### config.mk
export PLATFORM = sky130hd
export DESIGN_NAME = plf_chan
export DESIGN_NICKNAME = d
export VERILOG_FILES = /design/src/rtl/core/plf_pkg.sv /design/src/rtl/core/plf_chan.sv
export SDC_FILE = /design/constraint.sdc
export NUM_CORES = 2
export LEC_CHECK = 0
export BUFFER_PORTS_ARGS = -buffer_cell sky130_fd_sc_hd__buf_2
export CAP_MARGIN = 20
export CORE_MARGIN = 4
export CORE_UTILIZATION = 55
export CTS_CLUSTER_DIAMETER = 40
export DETAILED_ROUTE_END_ITERATION = 7
export PLACE_DENSITY = 0.83
export SYNTH_ARGS = -nofsm -noshare
export SYNTH_HDL_FRONTEND = slang
export SYNTH_SLANG_ARGS = --single-unit
### constraint.sdc
create_clock -name clk -period 7.99 [get_ports clk]
set_clock_uncertainty 0.05 [all_clocks]
set_input_delay 1.598 -clock clk [delete_from_list [all_inputs] [get_ports clk]]
set_output_delay 1.598 -clock clk [all_outputs]
set_load 0.1 [all_outputs]
### src/rtl/core/plf_pkg.sv
package plf_pkg;

    // Design constants
    localparam int MAX_LEVEL   = 255;
    localparam int PIXEL_BYTES = 4;

    // Field widths
    localparam int PIX_W   = 32;
    localparam int LVL_W   = 8;
    localparam int SHIFT_W = $clog2(PIX_W);
    localparam int CNT_W   = 3;
    localparam int DATA_W  = 32;
    localparam int ADDR_W  = 5;
    localparam int IDX_W   = ADDR_W - 2;

    // Level saturation point as seen through an 8-bit level field
    localparam int LVL_CAP_I = (MAX_LEVEL > (2**LVL_W - 1)) ? (2**LVL_W - 1) : MAX_LEVEL;
    localparam logic [LVL_W-1:0] LVL_CAP = LVL_CAP_I[LVL_W-1:0];

    // Bytes that can be kept per pixel
    localparam int KEEP_BYTES_I = (PIXEL_BYTES < 4) ? PIXEL_BYTES : 4;
    localparam logic [CNT_W-1:0] KEEP_BYTES = KEEP_BYTES_I[CNT_W-1:0];

    // Exact floor division by MAX_LEVEL through a reciprocal multiply
    localparam int P_W   = PIX_W + LVL_W;
    localparam int PL_W  = P_W / 2;
    localparam int PH_W  = P_W - PL_W;
    localparam int DIV_L = $clog2(MAX_LEVEL);
    localparam int DIV_K = P_W + DIV_L;
    localparam int MG_W  = P_W + 1;
    localparam int ML_W  = (MG_W + 1) / 2;
    localparam int MH_W  = MG_W - ML_W;
    localparam int SUM_W = P_W + MG_W;
    localparam logic [63:0] DIV_MAGIC_64 =
        ((64'd1 << DIV_K) + 64'(MAX_LEVEL) - 64'd1) / 64'(MAX_LEVEL);
    localparam logic [MG_W-1:0] DIV_MAGIC = DIV_MAGIC_64[MG_W-1:0];

    // Register indexes
    localparam logic [IDX_W-1:0] REG_RED_MASK   = 3'd0;
    localparam logic [IDX_W-1:0] REG_GREEN_MASK = 3'd1;
    localparam logic [IDX_W-1:0] REG_BLUE_MASK  = 3'd2;
    localparam logic [IDX_W-1:0] REG_PIX_BYTES  = 3'd3;
    localparam logic [IDX_W-1:0] REG_COLOR_BYTES = 3'd4;

    // Register reset values
    localparam logic [PIX_W-1:0] RST_RED_MASK    = 32'h00FF_0000;
    localparam logic [PIX_W-1:0] RST_GREEN_MASK  = 32'h0000_FF00;
    localparam logic [PIX_W-1:0] RST_BLUE_MASK   = 32'h0000_00FF;
    localparam logic [CNT_W-1:0] RST_PIX_BYTES   = 3'd4;
    localparam logic [CNT_W-1:0] RST_COLOR_BYTES = 3'd3;

    typedef struct packed {
        logic [SHIFT_W-1:0] shift;
        logic [PIX_W-1:0]   field;
        logic [PIX_W-1:0]   maxv;
    } chan_geom_t;

    typedef struct packed {
        chan_geom_t       red;
        chan_geom_t       green;
        chan_geom_t       blue;
        logic [PIX_W-1:0] color_keep;
        logic [PIX_W-1:0] pixel_keep;
    } shade_cfg_t;

    typedef struct packed {
        logic s2;
        logic s3;
        logic s4;
        logic s5;
    } stage_en_t;

endpackage

### src/rtl/core/plf_chan.sv
module plf_chan
(
    input  logic                       clk,
    input  plf_pkg::stage_en_t         en,
    input  plf_pkg::chan_geom_t        geom,
    input  logic [plf_pkg::PIX_W-1:0]  color,
    input  logic                       fog,
    input  logic [plf_pkg::LVL_W-1:0]  lvl,
    output logic [plf_pkg::PIX_W-1:0]  shaded
);
    import plf_pkg::*;

    logic [PIX_W-1:0]      c_in;
    logic [PIX_W-1:0]      a_next;
    logic [PIX_W-1:0]      a_reg;
    logic [PIX_W-1:0]      c2_reg;
    logic                  fog2_reg;
    logic [LVL_W-1:0]      lvl2_reg;
    logic [P_W-1:0]        p_reg;
    logic [PIX_W-1:0]      c3_reg;
    logic                  fog3_reg;
    logic [PL_W+ML_W-1:0]  pp_ll_reg;
    logic [PL_W+MH_W-1:0]  pp_lh_reg;
    logic [PH_W+ML_W-1:0]  pp_hl_reg;
    logic [PH_W+MH_W-1:0]  pp_hh_reg;
    logic [PIX_W-1:0]      c4_reg;
    logic                  fog4_reg;
    logic [SUM_W-1:0]      prod_sum;
    logic [PIX_W-1:0]      q_reg;
    logic [PIX_W-1:0]      c5_reg;
    logic                  fog5_reg;
    logic [PIX_W-1:0]      value;

    // Extract the channel and pick the scaled operand
    assign c_in   = (color & geom.field) >> geom.shift;
    assign a_next = fog ? (geom.maxv - c_in) : c_in;

    always_ff @(posedge clk)
    begin
        if (en.s2)
        begin
            a_reg    <= a_next;
            c2_reg   <= c_in;
            fog2_reg <= fog;
            lvl2_reg <= lvl;
        end
    end

    // Multiply operand by level
    always_ff @(posedge clk)
    begin
        if (en.s3)
        begin
            p_reg    <= P_W'(a_reg) * P_W'(lvl2_reg);
            c3_reg   <= c2_reg;
            fog3_reg <= fog2_reg;
        end
    end

    // Form partial products against the reciprocal
    always_ff @(posedge clk)
    begin
        if (en.s4)
        begin
            pp_ll_reg <= (PL_W+ML_W)'(p_reg[PL_W-1:0]) * (PL_W+ML_W)'(DIV_MAGIC[ML_W-1:0]);
            pp_lh_reg <= (PL_W+MH_W)'(p_reg[PL_W-1:0]) * (PL_W+MH_W)'(DIV_MAGIC[MG_W-1:ML_W]);
            pp_hl_reg <= (PH_W+ML_W)'(p_reg[P_W-1:PL_W]) * (PH_W+ML_W)'(DIV_MAGIC[ML_W-1:0]);
            pp_hh_reg <= (PH_W+MH_W)'(p_reg[P_W-1:PL_W]) * (PH_W+MH_W)'(DIV_MAGIC[MG_W-1:ML_W]);
            c4_reg    <= c3_reg;
            fog4_reg  <= fog3_reg;
        end
    end

    // Sum partial products; the quotient sits above the reciprocal's scale
    assign prod_sum = (SUM_W'(pp_hh_reg) << (PL_W + ML_W))
                    + (SUM_W'(pp_hl_reg) << PL_W)
                    + (SUM_W'(pp_lh_reg) << ML_W)
                    + SUM_W'(pp_ll_reg);

    always_ff @(posedge clk)
    begin
        if (en.s5)
        begin
            q_reg    <= PIX_W'(prod_sum >> DIV_K);
            c5_reg   <= c4_reg;
            fog5_reg <= fog4_reg;
        end
    end

    // Blend toward max in fog mode and move back to the field position
    assign value  = fog5_reg ? (c5_reg + q_reg) : q_reg;
    assign shaded = value << geom.shift;

endmodule

==> results.json <==
{
  "status": "finished, final reports clean",
  "synth_compound_area_frac": 0.137,
  "viasPerCell": 6.08,
  "yosysWarnings": 0,
  "antenna_found_initial": 2,
  "area_growth_pct": 10.0,
  "post_drt_wl_per_cell_um": 20.9,
  "die_width_um": 259,
  "grt_pass1_vias": 26977,
  "multi_input_area_mm2": 0.0220,
  "io_pins": 147,
  "yosys.area_share.simple": 0.146,
  "ant_nets": 0,
  "start_util": 0.559,
  "numCtsBuffers": 59,
  "fillers": 4990,
  "yosys.area.top_type_share": 0.314,
  "clockRootBuffer": "clkbuf_16",
  "ys_types": 87,
  "crit_fanout": 32,
  "hold_path_class": "reg -> reg",
  "dieArea_mm2": 0.0670,
  "numPortBuffers": 146,
  "drc_errors": 0,
  "htreeDepth": 2,
  "startpoint_type": "flip-flop",
  "drtIter0Drc": 2749,
  "design_area_mm2": 0.0381,
  "slew_headroom": 0.255,
  "vias": 26963,
  "critPathKind": "reg -> reg",
  "regArea_mm2": 0.0109,
  "synth-xor-area-share": 0.0438,
  "syn_inst": 3452,
  "rsz0062_at_grt": "no",
  "drv_slew": 0,
  "tns_ns": 0,
  "max_stage_delay_ns": 1.08,
  "fin_ws_ns": 1.10,
  "slowest_stage": "edfxtp_1",
  "grt.overflow.total": 0,
  "layout_min_cycle_time_ns": 6.89,
  "rows": 91,
  "layout.nets": 4269,
  "clock_latency_ns": 0.62,
  "cts.clk_slew.worst_paths_ns": 0.06,
  "arrival_ns": 7.28,
  "yosysSeqAreaShare": 0.314,
  "grt_max_degree": 92,
  "largest_reg_flops": 40,
  "worstMarginPinSlew_ns": 1.12,
  "gp_congestion": 0.964,
  "period_share": 0.862,
  "synth_nets": 4175,
  "dp_hpwl_um": 72000,
  "end_kind": "flip-flop",
  "clk_path_buf_depth": 3,
  "synth_top_area_cell": "edfxtp_1",
  "critPathTopFamily": "adder cells",
  "muxShareOfSynthArea": 0.0383,
  "cp_num_buf_inv": 2,
  "grt_usage": 0.275,
  "ys_ff_latch": 362,
  "path_cells": "and2_1, fa_1, fa_1, fa_1, inv_1, fa_1, inv_1, ha_1, and3_1, a221o_1, or3_1, o211a_1, o21ai_1, a21oi_1, o41ai_1, or4b_1, o211ai_1",
  "place_ws_ns": 1.11,
  "routed_wl_um": 92900,
  "finalSetupViolCount": 0,
  "synth_top_family_by_area": "adder cells",
  "synthArstFlopShare": 0,
  "synth.most_common_cell": "ha_1",
  "critPathMostFrequentCell": "fa_1",
  "antenna_cells": 0,
  "synth.avg_cell_area_um2": 10.0,
  "synth_edf_count": 362,
  "hold_buffers": 0,
  "post_cts_buffers": 0,
  "dpl-instance-area_mm2": 0.0360,
  "required_ns": 8.39,
  "synth_area_leaders": "edfxtp_1 (31%), ha_1 (14%), fa_1 (13%)",
  "core_area_mm2": 0.0619,
  "fmax_ghz": 0.145,
  "maxCapViolCount": 0,
  "fp.dieH_um": 259,
  "grt_pass1_wl_um": 146000,
  "hold_viol": 0,
  "cts-resized-gates": 0,
  "synth_fa_ha_area_frac": 0.269,
  "synth-main-ff-cell": "edfxtp_1",
  "drive_gt1_frac": 0.0945,
  "cts_tree": "done",
  "drt_pass1_iterations": 6,
  "syn-cell-area_mm2": 0.0346,
  "cts_sinks": 362,
  "netlist_top_cells_count": "ha_1 (381), edfxtp_1 (362), inv_1 (328)"
}
worst register-to-register path, cell delays in order (launching register included):
cell and delay [ns]:
edfxtp_1 1.08, and2_1 0.27, fa_1 0.43, fa_1 0.48
fa_1 0.56, inv_1 0.06, fa_1 0.53, inv_1 0.04
ha_1 0.34, and3_1 0.24, a221o_1 0.40, or3_1 0.34
o211a_1 0.23, o21ai_1 0.30, a21oi_1 0.17, o41ai_1 0.61
or4b_1 0.51, o211ai_1 0.11
area by class of cell:
cell class              count  share of cell area
multi-input cells        2624               0.577
inverters                 331              0.0326
flip-flops and latches    362               0.286
clock inverters            45              0.0133
repair buffers            168              0.0238
well taps                 837              0.0275
clock buffers              67              0.0401
metrics by stage:
| step | utilization | hold slack, ns | std cells |
|---|---|---|---|
| after CTS | 0.614 | 0.363 | 4433 |
| after floorplan | - | 0.350 | 3452 |
| after global routing | 0.614 | 0.368 | 4434 |
| final | 0.614 | 0.356 | 4434 |
| after global placement | 0.581 | 0.351 | 4321 |
| after detailed placement | 0.581 | 0.355 | 4321 |
cells by family after synthesis:
logic type	count (synthesis)
and+or+nand+nor	1001
AOI/OAI and AO/OA	726
adders and majority gates	608
buffers and inverters	466
DFF	362
xor gates and xnor gates	173
muxes	116
layout by cell type, fill, tap and decap left out, types with 49 or more instances in the layout:
cell,count
buf_2,144
fa_1,227
xnor2_1,119
nand2_1,243
inv_1,327
a21oi_1,173
edfxtp_1,362
a21o_1,75
xor2_1,54
mux2i_1,85
and2_1,219
o21ai_0,182
nor3_1,49
nor2_1,209
ha_1,381
nand3_1,77
clkbuf_16,60
path summary, 6_finish.rpt:
kind,end,cells after the start,slack (ns),startpoint
max,p_reg[38]$_DFFE_PP_,17,1.10,lvl2_reg[2]$_DFFE_PP_
min reg2reg,c5_reg[6]$_DFFE_PP_,0,0.36,c4_reg[6]$_DFFE_PP_
max reg2reg,p_reg[38]$_DFFE_PP_,17,1.10,lvl2_reg[2]$_DFFE_PP_
min,c5_reg[6]$_DFFE_PP_,0,0.36,c4_reg[6]$_DFFE_PP_
metal layers:
layer,track usage,vias to the layer above,share of wire
met5,0,-,0.00031
li1,-,12482,-
met2,0.451,1203,0.47
met4,0.114,4,0.045
met3,0.0429,256,0.079
met1,0.366,13018,0.40
Power is left out: the tool's default activity adds up to more than one toggle a clock period on the data nets, which glitch-free logic cannot reach.
