==> src/rtl/core/plf_pkg.sv <==
package plf_pkg;

    // Design constants
    localparam int MAX_LEVEL   = 255;
    localparam int PIXEL_BYTES = 4;

    // Field widths
    localparam int PIX_W   = 32;
    localparam int LVL_W   = 8;
    localparam int SHIFT_W = $clog2(PIX_W);
    localparam int CNT_W   = 3;
    localparam int DATA_W  = 32;
    localparam int ADDR_W  = 5;
    localparam int IDX_W   = ADDR_W - 2;

    // Level saturation point as seen through an 8-bit level field
    localparam int LVL_CAP_I = (MAX_LEVEL > (2**LVL_W - 1)) ? (2**LVL_W - 1) : MAX_LEVEL;
    localparam logic [LVL_W-1:0] LVL_CAP = LVL_CAP_I[LVL_W-1:0];

    // Bytes that can be kept per pixel
    localparam int KEEP_BYTES_I = (PIXEL_BYTES < 4) ? PIXEL_BYTES : 4;
    localparam logic [CNT_W-1:0] KEEP_BYTES = KEEP_BYTES_I[CNT_W-1:0];

    // Exact floor division by MAX_LEVEL through a reciprocal multiply
    localparam int P_W   = PIX_W + LVL_W;
    localparam int PL_W  = P_W / 2;
    localparam int PH_W  = P_W - PL_W;
    localparam int DIV_L = $clog2(MAX_LEVEL);
    localparam int DIV_K = P_W + DIV_L;
    localparam int MG_W  = P_W + 1;
    localparam int ML_W  = (MG_W + 1) / 2;
    localparam int MH_W  = MG_W - ML_W;
    localparam int SUM_W = P_W + MG_W;
    localparam logic [63:0] DIV_MAGIC_64 =
        ((64'd1 << DIV_K) + 64'(MAX_LEVEL) - 64'd1) / 64'(MAX_LEVEL);
    localparam logic [MG_W-1:0] DIV_MAGIC = DIV_MAGIC_64[MG_W-1:0];

    // Register indexes
    localparam logic [IDX_W-1:0] REG_RED_MASK   = 3'd0;
    localparam logic [IDX_W-1:0] REG_GREEN_MASK = 3'd1;
    localparam logic [IDX_W-1:0] REG_BLUE_MASK  = 3'd2;
    localparam logic [IDX_W-1:0] REG_PIX_BYTES  = 3'd3;
    localparam logic [IDX_W-1:0] REG_COLOR_BYTES = 3'd4;

    // Register reset values
    localparam logic [PIX_W-1:0] RST_RED_MASK    = 32'h00FF_0000;
    localparam logic [PIX_W-1:0] RST_GREEN_MASK  = 32'h0000_FF00;
    localparam logic [PIX_W-1:0] RST_BLUE_MASK   = 32'h0000_00FF;
    localparam logic [CNT_W-1:0] RST_PIX_BYTES   = 3'd4;
    localparam logic [CNT_W-1:0] RST_COLOR_BYTES = 3'd3;

    typedef struct packed {
        logic [SHIFT_W-1:0] shift;
        logic [PIX_W-1:0]   field;
        logic [PIX_W-1:0]   maxv;
    } chan_geom_t;

    typedef struct packed {
        chan_geom_t       red;
        chan_geom_t       green;
        chan_geom_t       blue;
        logic [PIX_W-1:0] color_keep;
        logic [PIX_W-1:0] pixel_keep;
    } shade_cfg_t;

    typedef struct packed {
        logic s2;
        logic s3;
        logic s4;
        logic s5;
    } stage_en_t;

endpackage

==> src/rtl/core/plf_cfg.sv <==
module plf_cfg
(
    input  logic                        clk,
    input  logic                        rst_n,
    input  logic                        psel,
    input  logic                        penable,
    input  logic                        pwrite,
    input  logic [plf_pkg::ADDR_W-1:0]  paddr,
    input  logic [plf_pkg::DATA_W-1:0]  pwdata,
    output logic [plf_pkg::DATA_W-1:0]  prdata,
    output plf_pkg::shade_cfg_t         cfg
);
    import plf_pkg::*;

    logic [PIX_W-1:0] red_mask_reg;
    logic [PIX_W-1:0] green_mask_reg;
    logic [PIX_W-1:0] blue_mask_reg;
    logic [CNT_W-1:0] pix_bytes_reg;
    logic [CNT_W-1:0] color_bytes_reg;
    shade_cfg_t       cfg_reg;
    shade_cfg_t       cfg_next;
    logic [IDX_W-1:0] reg_idx;
    logic             wr_en;

    // Shift, lowest run of ones and channel maximum of a field mask
    function automatic chan_geom_t geom_of(input logic [PIX_W-1:0] m);
        logic [PIX_W-1:0] low;
        logic [PIX_W:0]   carry_sum;
        chan_geom_t       g;
        low       = m & (~m + PIX_W'(1));
        carry_sum = {1'b0, m} + {1'b0, low};
        g.field   = m & ~carry_sum[PIX_W-1:0];
        g.shift   = '0;
        for (int b = 0; b < PIX_W; b++)
        begin
            if (low[b])
            begin
                g.shift = g.shift | SHIFT_W'(b);
            end
        end
        g.maxv = g.field >> g.shift;
        return g;
    endfunction

    // Low-byte keep mask for a byte count
    function automatic logic [PIX_W-1:0] byte_keep(input logic [CNT_W-1:0] count);
        logic [CNT_W-1:0] n;
        logic [PIX_W-1:0] keep;
        n = (count > KEEP_BYTES) ? KEEP_BYTES : count;
        for (int b = 0; b < PIX_W / 8; b++)
        begin
            keep[8*b +: 8] = (CNT_W'(b) < n) ? 8'hFF : 8'h00;
        end
        return keep;
    endfunction

    assign reg_idx = paddr[ADDR_W-1:2];
    assign wr_en   = psel & penable & pwrite;

    // Write registers on the access cycle
    always_ff @(posedge clk or negedge rst_n)
    begin
        if (!rst_n)
        begin
            red_mask_reg    <= RST_RED_MASK;
            green_mask_reg  <= RST_GREEN_MASK;
            blue_mask_reg   <= RST_BLUE_MASK;
            pix_bytes_reg   <= RST_PIX_BYTES;
            color_bytes_reg <= RST_COLOR_BYTES;
        end
        else if (wr_en)
        begin
            case (reg_idx)
                REG_RED_MASK:    red_mask_reg    <= pwdata[PIX_W-1:0];
                REG_GREEN_MASK:  green_mask_reg  <= pwdata[PIX_W-1:0];
                REG_BLUE_MASK:   blue_mask_reg   <= pwdata[PIX_W-1:0];
                REG_PIX_BYTES:   pix_bytes_reg   <= pwdata[CNT_W-1:0];
                REG_COLOR_BYTES: color_bytes_reg <= pwdata[CNT_W-1:0];
                default: ;
            endcase
        end
    end

    // Return register values on read
    always_comb
    begin
        case (reg_idx)
            REG_RED_MASK:    prdata = DATA_W'(red_mask_reg);
            REG_GREEN_MASK:  prdata = DATA_W'(green_mask_reg);
            REG_BLUE_MASK:   prdata = DATA_W'(blue_mask_reg);
            REG_PIX_BYTES:   prdata = DATA_W'(pix_bytes_reg);
            REG_COLOR_BYTES: prdata = DATA_W'(color_bytes_reg);
            default:         prdata = '0;
        endcase
    end

    // Decode channel geometry and byte masks into a register that follows the config registers in the next cycle
    always_comb
    begin
        cfg_next.red        = geom_of(red_mask_reg);
        cfg_next.green      = geom_of(green_mask_reg);
        cfg_next.blue       = geom_of(blue_mask_reg);
        cfg_next.color_keep = byte_keep(color_bytes_reg);
        cfg_next.pixel_keep = byte_keep(pix_bytes_reg);
    end

    always_ff @(posedge clk)
    begin
        cfg_reg <= cfg_next;
    end

    assign cfg = cfg_reg;

endmodule

==> config.mk <==
export PLATFORM = sky130hd
export DESIGN_NAME = plf_cfg
export DESIGN_NICKNAME = d
export VERILOG_FILES = /design/src/rtl/core/plf_pkg.sv /design/src/rtl/core/plf_cfg.sv
export SDC_FILE = /design/constraint.sdc
export NUM_CORES = 1
export LEC_CHECK = 0
export BUFFER_PORTS_ARGS = -buffer_cell sky130_fd_sc_hd__buf_2
export CORE_ASPECT_RATIO = 1.4
export CORE_MARGIN = 2
export CORE_UTILIZATION = 35
export CTS_CLUSTER_DIAMETER = 100
export DETAILED_ROUTE_END_ITERATION = 8
export PLACE_DENSITY_LB_ADDON = 0.12
export SYNTH_ARGS = -nofsm -noshare
export SYNTH_HDL_FRONTEND = slang
export SYNTH_SLANG_ARGS = --single-unit
==> constraint.sdc <==
create_clock -name clk -period 3.4 [get_ports clk]
set_input_delay 0.34 -clock clk [delete_from_list [all_inputs] [get_ports clk]]
set_output_delay 0.34 -clock clk [all_outputs]
set_load 0.01 [all_outputs]
==> metrics.md, run 1 <==
| Metric | Value |
|---|---|
| Max FFs per register | `215` |
| Final setup viols | `65` |
| Setup TNS | `-13.02 ns` |
| GRT Resource Usage Total | `a little under a third` |
| Iter 0 DRT Violations | `1163` |
| Top cells by count, synth | `nor2_1, dfxtp_1, nand2_1` |
| Clock sinks | `317` |
| Site Rows | `~100` |
| Worst-case clock buffer depth | `3` |
| GP Congestion | `between 0.9 and 1` |
| Number of remaining DRC errors | `0` |
| Static Leak | `14.4 nW` |
| Post-synth EDFFs | `0` |
| Root Buffer | `clkbuf_16` |
| Distinct cells, synth | `91` |
| Final hold viol count | `0` |
| Syn nets | `2483` |
| Std-Cell Core Area | `55400 um2` |
| Final Max Tran Viols | `0` |
| Largest net degree at the start of global routing | `58` |
| Post-synth top area cell | `dfxtp_1` |
| WP data arrival | `around 4.5 ns` |
| Number of clock buffers inserted by TritonCTS | `36` |
| Final WS setup | `-0.606 ns` |
| Via-to-Cell Ratio | `5.48` |
| Initial antenna violation count | `7` |
| Clock slew at reported path FFs | `about 0.06 ns` |
| Post-route ant nets | `0` |
| Post-synth top flop | `dfxtp_1` |
| Critical Path RT | `3.87 ns` |
| Post-synthesis area per instance | `~8 um2` |
| Number of global-route vias before repair | `22663` |
| Drt first pass iters | `7` |
| Worst-path fanout max | `5` |
| Ys Warns | `0` |
| Skew-Pair Late Insertion Delay | `0.59 ns` |
| H-tree levels | `2` |
| Slew margin rel. | `21.4%` |
| Setup crit end kind | `flop` |
| DR WL/cell | `approximately 23 um` |
| Max Cap Violations | `0` |
| Grt total ovfl | `0` |
| Post-synth top area share | `22.0%` |
| Die area | `57900 um2` |
| Final Cycle Share | `118%` |
| # IOs | `~350` |
| CTS tree | `built` |
| DP HPWL | `75.2 mm` |
| Die Y | `284 um` |
| Tmin final | `4.01 ns` |
| Failing checks | `setup timing` |
| Post-Syn Area | `19600 um2` |
| Setup Crit Path Kind | `flop to flop` |
| Sequential share of the synthesized area | `35.2%` |
| Status | `finished with violations` |
| Cells after Synth | `2441` |
| Final wirelength | `95.4 mm` |
| Max Fclk | `250 MHz` |
| Worst hold path type | `input pin to flop` |
| Global-route wire length before repair | `between 100 and 150 mm` |
| P per Cell Area | `615 nW/um2` |
| Clock Skews | `approximately 0.018 ns` |
| Top-count cell post-synth | `nor2_1` |
| Initial Utilization | `35.4%` |
| Fin nets | `roughly 3400` |
| Fin util | `56.7%` |
| Area Overhead vs Synth | `60.4%` |
| DR vias | `about 23000` |
| Unrepaired setup endpoints after global routing | `yes` |
| #FFs+latches synth | `317` |
| Post-synthesis async set-or-reset flop share | `32.2%` |
| VDD IR-drop max | `about 0.43 mV` |
| Port Buffers | `about 340` |
| Share of cells above drive strength 1 | `roughly 52%` |
| Tightest Pin Transition | `~1.2 ns` |
| CP startpoint kind | `flop` |
| Chip Width | `204 um` |
| Largest cells by area after synthesis | `dfxtp_1, dfrtp_1, mux2i_1` |
## critical path, stage by stage, from the launching register on
cell and delay, ns:
dfstp_2 0.38, buf_6 0.12, or4_4 0.49, or4_4 0.57, buf_4 0.18, or3_4 0.34
o31a_1 0.36, inv_2 0.12, nor2_2 0.05, a222oi_1 0.73, buf_4 0.26, nor2_4 0.04
a31oi_4 0.16, o21ai_1 0.08
## area by class of cell
| cell class | instances | area (um2) |
|---|---|---|
| Antenna cell | 2 | 5.00 |
| Clock buffer | 48 | 1040 |
| Clock inverter | 18 | 203 |
| Fill cell | 5215 | 24000 |
| Inverter | 97 | 382 |
| Multi-Input combinational cell | 1773 | 13500 |
| Sequential cell | 317 | 6900 |
| Tap cell | 728 | 911 |
| Timing Repair Buffer | 1155 | 8470 |
## path summary, 6_finish.rpt
path / from / end / slack [ns] / depth (start not counted)
worst max-delay path: blue_mask_reg[7]$_DFFE_PN1P_ / cfg[66]$_DFF_P_ / -0.61 / 13
worst min-delay path: pwdata[13] / green_mask_reg[13]$_DFFE_PN1P_ / 0.03 / 3
worst max register to register: blue_mask_reg[7]$_DFFE_PN1P_ / cfg[66]$_DFF_P_ / -0.61 / 13
worst min register to register: pix_bytes_reg[2]$_DFFE_PN1P_ / cfg[30]$_DFF_P_ / 0.45 / 0
max in group asynchronous: rst_n / green_mask_reg[9]$_DFFE_PN1P_ / 2.16 / 3
min in group asynchronous: rst_n / green_mask_reg[28]$_DFFE_PN0P_ / 0.39 / 2
## repair_timing
action                                  in CTS  in global routing
cloned                                       1                  1
endpoints found under the setup margin      89                 90
pin swaps                                   97                129
resized for setup                          292                320
endpoints found under the hold margin       44                  0
setup buffers                               72                 74
hold buffers                                 1                  0
## metrics by stage
step	power [mW]	cell area, um2	setup WS (ns)	cells	hold slack (ns)
final	19.3	31400	-0.606	4138	0.0264
after global routing	20.2	31400	-0.620	4137	0.0115
after CTS	18.3	29600	-0.615	4081	0.00272
after detailed placement	13.3	26500	-1.04	3944	0.438
after global placement	13.3	26500	-1.09	3944	0.431
after floorplan	9.40	19900	-0.292	2441	0.0444
## cell families after synthesis
family,after synthesis,synth area share (%)
multiplexers,247,13.4
buffers and inverters,351,8.30
AO/OA/AOI/OAI,604,20.1
flip-flops,317,35.2
AND/OR/NAND/NOR,922,23.0
## metal layers
metal | vias up | global-route usage (%) | routed length (um) | part of all wire [%]
li1 | 10631 | - | - | -
met1 | 10953 | 34.3 | 35200 | 37
met2 | 843 | 56.8 | 48300 | 51
met3 | 254 | 5.40 | 5390 | 5.6
met4 | 12 | 18.6 | 6510 | 6.8
met5 | - | 0 | 74 | 0.078
## cell usage in the layout (no fill, tap or decap), types with 64 or more instances in the layout
cell     instances
nand2_1        191
o21ai_0        101
inv_1           84
dfxtp_1        215
mux2i_1         83
a21oi_1        117
buf_6           76
dfrtp_1         64
buf_2          341
buf_4          706
mux2_2          82
nand3_1         65
nor2_1         237
## where the power goes
group | switching (mW) | internal (mW)
logic | 5.51 | 4.72
registers | 0.489 | 4.49
clock network | 1.77 | 2.34
total | 7.76 | 11.6
No activity file was read; power rests on OpenSTA's default activity.
==> inputs of run 2 (changes only) <==
- CORE_MARGIN: 2 -> 4
==> metrics.md, run 2 (same netlist as run 1, synthesis figures left out) <==
| Metric | Value |
|---|---|
| Fin nets | `~3400` |
| # IOs | `345` |
| Setup TNS | `-15.82 ns` |
| Max Cap Violations | `0` |
| Static Leak | `roughly 14 nW` |
| Cell Chain, Critical Path | `buf_6 -> or4_4 -> or4_4 -> buf_6 -> o22a_1 -> or3b_4 -> buf_6 -> a41o_1 -> o221ai_4 -> buf_4 -> buf_4 -> nor2_2 -> mux2i_1 -> buf_4 -> buf_12 -> o311ai_4 -> and2_1` |
| Final hold viol count | `0` |
| DP HPWL | `approximately 78 mm` |
| Tightest Pin Transition | `~1.3 ns` |
| Site Rows | `102` |
| Placed cell area | `26500 um2` |
| Final WS setup | `-0.471 ns` |
| Max Fclk | `258 MHz` |
| Grt total ovfl | `0` |
| Worst-path fanout max | `6` |
| VDD IR-drop max | `0.415 mV` |
| Share of cells above drive strength 1 | `between 50 and 60%` |
| Port Buffers | `342` |
| CP startpoint kind | `flop` |
| Final setup viols | `81` |
| Post-route ant nets | `0` |
| Die Y | `288 um` |
| Placed insts | `3938` |
| Tmin final | `3.87 ns` |
| Initial antenna violation count | `10` |
| Max FFs per register | `215` |
| Chip Width | `208 um` |
| DR WL/cell | `23.4 um` |
| Pwr Total | `19.5 mW` |
| Area Overhead vs Synth | `61.9%` |
| Failing checks | `setup timing` |
| Root Buffer | `clkbuf_16` |
| Largest net degree at the start of global routing | `49` |
| Number of clock buffers inserted by TritonCTS | `36` |
| Setup crit end kind | `flop` |
| Top Family by Delay on Critical Path | `simple AND/OR/NAND/NOR gates` |
| Clock Skews | `0.0311 ns` |
| Commonest cells after routing, fill and taps aside | `buf_4, buf_2, nor2_1, dfxtp_1, nand2_1` |
| CTS tree | `built` |
| GRT Resource Usage Total | `30.5%` |
| Initial Utilization | `roughly 35%` |
| Filler cells | `5127` |
| Final Cycle Share | `114%` |
| H-tree levels | `2` |
| Layout Cells excl Fill | `a little over 4000` |
| Hold_sp | `pwdata[13]` |
| R2r setup slk | `-0.47 ns` |
| Skew-Pair Late Insertion Delay | `approximately 0.59 ns` |
| Iter 0 DRT Violations | `1298` |
| Worst path bufs/invs | `7` |
| Via-to-Cell Ratio | `around 5.5` |
| Worst path slowest cell | `or4_4` |
| Clock sinks | `317` |
| P per Cell Area | `roughly 600 nW/um2` |
| Number of global-route vias before repair | `22824` |
| Worst-case clock buffer depth | `3` |
| Register-to-Register Path Depth | `17` |
| WP data arrival | `about 4.4 ns` |
| GP Congestion | `0.998` |
| Hold Path Stages | `3` |
| Hold Path Sink | `green_mask_reg[13]$_DFFE_PN1P_` |
| RR Startpoint | `blue_mask_reg[7]$_DFFE_PN1P_` |
| Std-Cell Core Area | `55400 um2` |
| Die area | `59900 um2` |
| Leading cell type in the layout, fill and taps excluded | `buf_4` |
| Global-route wire length before repair | `around 140 mm` |
| Post-route cell area | `31700 um2` |
| Number of remaining DRC errors | `0` |
| Status | `finished with violations` |
| Worst reg2reg endpoint | `cfg[85]$_SDFF_PP0_` |
| Slew margin rel. | `12.6%` |
| Critical Path RT | `between 3 and 4 ns` |
| DR vias | `roughly 23000` |
| Final Max Tran Viols | `0` |
| Final wirelength | `97.1 mm` |
| Slowest stage delay, CP | `about 0.60 ns` |
| Worst hold path type | `input pin to flop` |
| Drt first pass iters | `6` |
| Clock slew at reported path FFs | `0.06 ns` |
| Unrepaired setup endpoints after global routing | `yes` |
| Setup Crit Path Kind | `flop to flop` |
==> run 2: how the worst max path moves through the flow <==
stage / to / slack [ns] / from / cells after the start
2_1_floorplan: cfg[136]$_DFF_P_ / -0.29 / green_mask_reg[6]$_DFFE_PN0P_ / 17
3_3_place_gp: cfg[66]$_DFF_P_ / -0.77 / blue_mask_reg[0]$_DFFE_PN1P_ / 18
3_5_place_dp: cfg[81]$_SDFF_PP0_ / -0.76 / blue_mask_reg[1]$_DFFE_PN1P_ / 15
4_1_cts: cfg[66]$_DFF_P_ / -0.48 / blue_mask_reg[3]$_DFFE_PN1P_ / 13
5_1_grt: cfg[81]$_SDFF_PP0_ / -0.57 / blue_mask_reg[7]$_DFFE_PN1P_ / 17
6_report: cfg[85]$_SDFF_PP0_ / -0.47 / blue_mask_reg[7]$_DFFE_PN1P_ / 17
==> run 2: area by class of cell <==
| class | instances | area, um2 | share of cell area, % |
|---|---|---|---|
| timing repair inverter | 1 | 5.00 | 0.0158 |
| sequential | 317 | 6900 | 21.8 |
| clock buffer | 46 | 1000 | 3.15 |
| antenna | 6 | 15.0 | 0.0473 |
| inverter | 97 | 382 | 1.20 |
| tap | 728 | 911 | 2.87 |
| clock inverter | 20 | 307 | 0.966 |
| timing repair buffer | 1157 | 8520 | 26.9 |
| multi-input combinational | 1773 | 13700 | 43.1 |
==> run 2: through the flow <==
| step | utilization [%] | setup WS (ns) | hold slack (ns) |
|---|---|---|---|
| after floorplan | - | -0.292 | 0.0444 |
| after global placement | 47.8 | -0.767 | 0.364 |
| after detailed placement | 47.8 | -0.758 | 0.379 |
| after CTS | 54.4 | -0.481 | 0.0000193 |
| after global routing | 57.3 | -0.566 | 0.0193 |
| final | 57.3 | -0.471 | 0.0273 |
==> run 2: worst reg2reg max path: stages (launching register included) <==
cell      delay (ns)
dfstp_2         0.38
buf_6           0.11
or4_4           0.48
or4_4           0.60
buf_6           0.16
o22a_1          0.17
or3b_4          0.25
buf_6           0.10
a41o_1          0.25
o221ai_4        0.15
buf_4           0.17
buf_4           0.12
nor2_2          0.09
mux2i_1         0.09
buf_4           0.18
buf_12          0.13
o311ai_4        0.22
and2_1          0.15
==> run 2: layer usage <==
layer,share of wire (%),vias to the layer above,global-route usage (%)
li1,-,10621,-
met4,6.5,8,16.3
met1,36,10939,32.2
met3,5.5,246,5.67
met2,52,793,57.0
met5,0.047,-,0
==> run 2: power by group <==
part	internal (mW)	switching, mW
sequential	4.49	0.451
clock	2.58	1.71
combinational	4.65	5.60
==> run 2: what timing repair did <==
action                     in CTS  in global routing
resized for setup             391                254
pin swaps                      92                102
setup endpoints to repair      92                 92
hold buffers                    1                  0
setup buffers                  83                 62
hold endpoints to repair       33                  0
gates cloned                    1                  2
